`config.mk`:
```
export PLATFORM = sky130hd
export DESIGN_NAME = sac_lru_update
export DESIGN_NICKNAME = d
export VERILOG_FILES = /design/src/rtl/sac_pkg.sv /design/src/rtl/sac_lru_update.sv
export SDC_FILE = /design/constraint.sdc
export NUM_CORES = 1
export LEC_CHECK = 0
export ABC_AREA = 1
export CORE_AREA = 2 2 211 213
export DETAILED_ROUTE_END_ITERATION = 16
export DIE_AREA = 0 0 213 215
export DONT_BUFFER_PORTS = 1
export PLACE_DENSITY = 0.38
export SYNTH_ARGS = -nofsm -noshare
export SYNTH_HDL_FRONTEND = slang
export SYNTH_SLANG_ARGS = --single-unit
export TNS_END_PERCENT = 20
```
`constraint.sdc`:
```
create_clock -name vclk -period 2.6
set_clock_uncertainty 0.2 [all_clocks]
set_input_delay 0.13 -clock vclk [all_inputs]
set_output_delay 0.13 -clock vclk [all_outputs]
set_load 0.02 [all_outputs]
```
`src/rtl/sac_pkg.sv`:
```
// Shared constants for the set-associative LRU tag simulator.
// No dependencies; used by sac_lru_update and the core module.
package sac_pkg;

    localparam int DEF_MAX_WAYS     = 8;
    localparam int DEF_MAX_SET_BITS = 10;
    localparam int DEF_ADDR_WIDTH   = 32;

    // stored tag width and the width of way counts (counts up to 31)
    localparam int TAG_W  = 32;
    localparam int WCNT_W = 5;

    localparam int CFG_IDX_W  = 2;
    localparam int CFG_DATA_W = 4;

    localparam logic [CFG_IDX_W-1:0] REG_LINE_BITS = 2'd0;
    localparam logic [CFG_IDX_W-1:0] REG_SET_BITS  = 2'd1;
    localparam logic [CFG_IDX_W-1:0] REG_WAYS      = 2'd2;

    localparam logic [CFG_DATA_W-1:0] RST_LINE_BITS = 4'd6;
    localparam logic [CFG_DATA_W-1:0] RST_SET_BITS  = 4'd6;
    localparam logic [CFG_DATA_W-1:0] RST_WAYS      = 4'd2;

endpackage

```
`src/rtl/sac_lru_update.sv`:
```
// LRU lookup and reorder of one set row: hit search, move-to-front, install.
// Uses sac_pkg for the tag and way-count widths.
module sac_lru_update #(
    parameter int MAX_WAYS = sac_pkg::DEF_MAX_WAYS
) (
    input  logic [MAX_WAYS*sac_pkg::TAG_W-1:0] row_in,
    input  logic [sac_pkg::TAG_W-1:0]          tag,
    input  logic [sac_pkg::WCNT_W-1:0]         nways,
    output logic [MAX_WAYS*sac_pkg::TAG_W-1:0] row_out,
    output logic                               miss
);

    logic [MAX_WAYS-1:0][sac_pkg::TAG_W-1:0] old_w;
    logic [MAX_WAYS-1:0][sac_pkg::TAG_W-1:0] new_w;
    logic [MAX_WAYS-1:0]                     match;
    logic [sac_pkg::WCNT_W-1:0]              pos;

    assign old_w = row_in;

    always_comb begin
        for (int k = 0; k < MAX_WAYS; k++) begin
            match[k] = (sac_pkg::WCNT_W'(k) < nways) && (old_w[k] == tag);
        end
    end

    // first matching way, else the last way in use drops out
    always_comb begin
        pos = nways - 1'b1;
        for (int k = MAX_WAYS - 1; k >= 0; k--) begin
            if (match[k]) begin
                pos = sac_pkg::WCNT_W'(k);
            end
        end
    end

    always_comb begin
        new_w[0] = tag;
        for (int k = 1; k < MAX_WAYS; k++) begin
            if (sac_pkg::WCNT_W'(k) <= pos) begin
                new_w[k] = old_w[k-1];
            end else begin
                new_w[k] = old_w[k];
            end
        end
    end

    assign row_out = new_w;
    assign miss    = ~|match;

endmodule

```
==> results.md <==
Timing:
- The part of the cycle the worst path needs is 1.024.
- Timing would allow up to 375.6 MHz.
- The total count of max-transition violations in the final report is 0.
- The post-layout minimum cycle time is between 2 and 3 ns.
- The final count of negative-setup-slack endpoints is a little over 70.
- Setup repair after global routing could not meet its margin everywhere.
- Summed over all failing endpoints, the final setup total negative slack is -1.640 ns.
- After layout, the worst setup slack is -0.06212 ns.
- At the pin with the least slew margin, the transition time is 0.3620 ns.
- Final hold analysis gives a worst-case slack of 0.06002 ns.
- The final hold violation count was 0.
- Measured against its own limit, the worst slew margin works out to 0.7561.

Run status:
- The final reports fail on negative setup slack.
- The flow ran to the end, but the final reports show violations.

Flow run:
- Across the run, the number of max-cap violations was 0.

Placement:
- After detailed placement, the total cell area comes to 10900 µm².
- Buffers placed on the I/O ports in this run total 0.
- Routability-driven placement finished with a final weighted congestion of ~1.
- The detailed-placement wirelength estimate is 61730 µm.
- In this run, placement finished with an instance count of 2482.

Route:
- The detail route stage leaves a number of antenna-violating nets equal to 0.
- The routed length per placed instance is between 30 and 40 µm.
- Summed over all layers, the routed wires come to 76200 µm.
- The length of routed wiring on met1 is 30040 µm.
- The total number of vias is 12853.
- The initial detailed-routing violation count is 887.
- The first-pass iteration count of the detailed router is 5.
- The wire length on met2 is 36550 µm.
- The highest metal layer carrying signal wires in the routed design is met4.
- The routed length on met3 is ~5800 µm.
- Using the TritonRoute via totals, the vias-per-cell ratio works out to 5.123.
- In the routed design, unresolved DRC markers number 0.

Floorplanning:
- The floorplan step set the die height to 215 µm.
- The die is around 210 µm wide.
- The starting utilization of the core area is 0.1956.
- The initialized floorplan defines between 70 and 80 standard-cell rows.
- The die covers 45800 µm².
- The number of primary I/O pins is 550.
- The core region area is 43640 µm².

Logic synthesis:
- The count of yosys warnings during synthesis is 0.
- The portion of synthesized area spent on multiplexers is 0.
- The simple logic cell fraction of the synthesized area is 0.6063.
- The distinct cell type count after synthesis is 45.
- Sorting the synthesized cells by how often they occur yields sky130_fd_sc_hd__nand2_1, sky130_fd_sc_hd__nand3_1, sky130_fd_sc_hd__nor2_1.
- The number of nets in the synthesized netlist is 2024.
- Of the post-synthesis cell area, the dominant cell type holds 0.3245.
- The largest family of logic cells by synthesized area is simple AND/OR/NAND/NOR gates.
- The synthesized-area fraction occupied by ao, oa, aoi and oai cells came to 0.05555.
- Of the total synthesized cell area, the portion taken by XOR and XNOR cells is 0.1724.
- The sequential area share after synthesis is 0.
- The post-synthesis share of cell area spent on full adders, half adders and majority gates is 0.002931.
- The post-synthesis average cell area is approximately 5 µm².
- Sorting the synthesized cells by area gives the leading types as sky130_fd_sc_hd__nand2_1, sky130_fd_sc_hd__xnor2_1, sky130_fd_sc_hd__nand3_1, sky130_fd_sc_hd__nor2_1, sky130_fd_sc_hd__buf_4.
- Of all cell types, the one taking the most synthesized area is sky130_fd_sc_hd__nand2_1.
- The number of instances in the synthesized netlist is 1729.
- The most common cell in the synthesized netlist is sky130_fd_sc_hd__nand2_1.
- The mapped netlist covers about 8500 µm².

Global routing:
- The number of antenna violations at the first check in global routing was 0.
- In the global route stage, overall resource usage came out at 0.3144.
- The first global-routing pass estimated about 100000 µm of wire.
- Entering global routing, the biggest net connects 36 pins.
- The total overflow reported by the global router is 0.
- The number of global-route vias before repair is roughly 12000.

Worst setup path:
- The maximum fanout encountered on the critical timing path is 10.
- The endpoint required time on the critical path is 2.27 ns.
- The category of the most critical setup path is input pin to output port.
- The type of element capturing the critical path is an output port.
- The worst setup path is launched from an input pin.
- The arrival time of data at the critical path endpoint is 2.33 ns.
- The critical path starts at tag[18].
- The most critical setup path has its endpoint at row_out[36].

Cells and area:
- The design has 0 sequential cells.
- The net total in the final layout is roughly 2200.
- The sequential cell area is 0 µm².
- The area growth from synthesis to layout is 52.94%.
- After routing the design area is 13060 µm².
- The layout has 0 clock buffers.
- The layout cell share with drive strength beyond 1 is 0.3617.
- The non-filler instance count after layout is 2509.

Pwr:
- The power density of the placed cells is between 200 and 250 nW/µm².
- VDD sags by at most a little over 0.1 mV.
- The clock share of power is 0.
- The net switching power is around 0.0017 W.
- Internal power comes to 0.001188 W.
- The cell leakage power is 6.216 nW.
- The share of total power dissipated in combinational logic is 1.000.
- The switching fraction of total power is 0.5937.
- The share of total power dissipated in sequential elements is 0.

Worst hold path:
- The path class of the tightest hold or removal check is input pin to output port.
[worst min-delay path by stage]
stage	startpoint	endpoint	slack (ns)	depth (start not counted)
after floorplan	tag[0]	row_out[0]	0.17	1
after global placement	tag[29]	row_out[29]	0.06	0
after detailed placement	tag[29]	row_out[29]	0.06	0
after CTS	tag[29]	row_out[29]	0.06	0
after global routing	tag[10]	row_out[10]	0.06	0
final	tag[18]	row_out[18]	0.06	0
[per-stage QoR]
stage / setup WS, ns / total power, W / utilization
floorplan: 0.06201 / 0.001743 / -
global placement: -0.4107 / 0.002502 / 0.2498
detailed placement: -0.4312 / 0.002497 / 0.2498
CTS: -0.1237 / 0.002689 / 0.2726
global route: -0.1928 / 0.003123 / 0.2991
finish: -0.06212 / 0.002925 / 0.2992
[cells by family (layout without fill, tap and decap cells)]
family / after synthesis / count (layout)
AOI/OAI and AO/OA: 86 / 86
xor gates and xnor gates: 168 / 168
adders and majority gates: 2 / 2
buffers and inverters: 268 / 455
other: 0 / 1
and+or+nand+nor: 1205 / 1205
[layout make-up]
class                           count  area, µm²
Antenna cell                        1      2.502
Fill cell                        5063      30590
Inverter                          150      654.4
Multi-Input combinational cell   1461       8536
Tap cell                          592      740.7
Timing Repair Buffer              305       3123
[cell usage in the layout (no fill, tap or decap), drive strengths merged, types with 5 or more instances in the layout]
cell type	n
buf	297
clkbuf	7
inv	146
nand2	747
nand3	182
nand3b	12
nand4	51
nor2	144
nor3	19
nor3b	5
nor4	8
o21ai	79
or2	26
xnor2	122
xor2	46
[power groups by stage]
stage               sequential [W]  combinational [W]        clock [W]
detailed placement               0            0.00250                0
finish                           0            0.00292  0.0000000000203
floorplan                        0            0.00174                0
CTS                              0            0.00269                0
global placement                 0            0.00250                0
global route                     0            0.00312                0
[critical path, stage by stage]
cell,delay [ns]
sky130_fd_sc_hd__inv_1,0.10
sky130_fd_sc_hd__nand2_1,0.08
sky130_fd_sc_hd__nand4_1,0.12
sky130_fd_sc_hd__nor2_1,0.16
sky130_fd_sc_hd__nor3b_2,0.20
sky130_fd_sc_hd__nand3_2,0.17
sky130_fd_sc_hd__nand2_2,0.15
sky130_fd_sc_hd__inv_2,0.04
sky130_fd_sc_hd__nand2_2,0.07
sky130_fd_sc_hd__nand2_2,0.06
sky130_fd_sc_hd__nand2_2,0.08
sky130_fd_sc_hd__nand2_2,0.08
sky130_fd_sc_hd__nor2_4,0.13
sky130_fd_sc_hd__buf_12,0.14
sky130_fd_sc_hd__nand2_8,0.13
sky130_fd_sc_hd__clkbuf_16,0.20
sky130_fd_sc_hd__nand2_2,0.07
sky130_fd_sc_hd__o21ai_4,0.05
sky130_fd_sc_hd__buf_6,0.13
[metal layers]
metal  vias up  track usage
li1       5789            -
met1      6120       0.3732
met2       778       0.5519
met4         0       0.1240
met3       166      0.05977
met5         -            0
[timing repair]
item	in CTS	in global routing
endpoints found under the setup margin	224	224
pin swaps	52	70
gates cloned	6	7
buffers inserted	13	2
resized for setup	232	289
hold buffers	0	0
(Power assumes the default switching activity.)
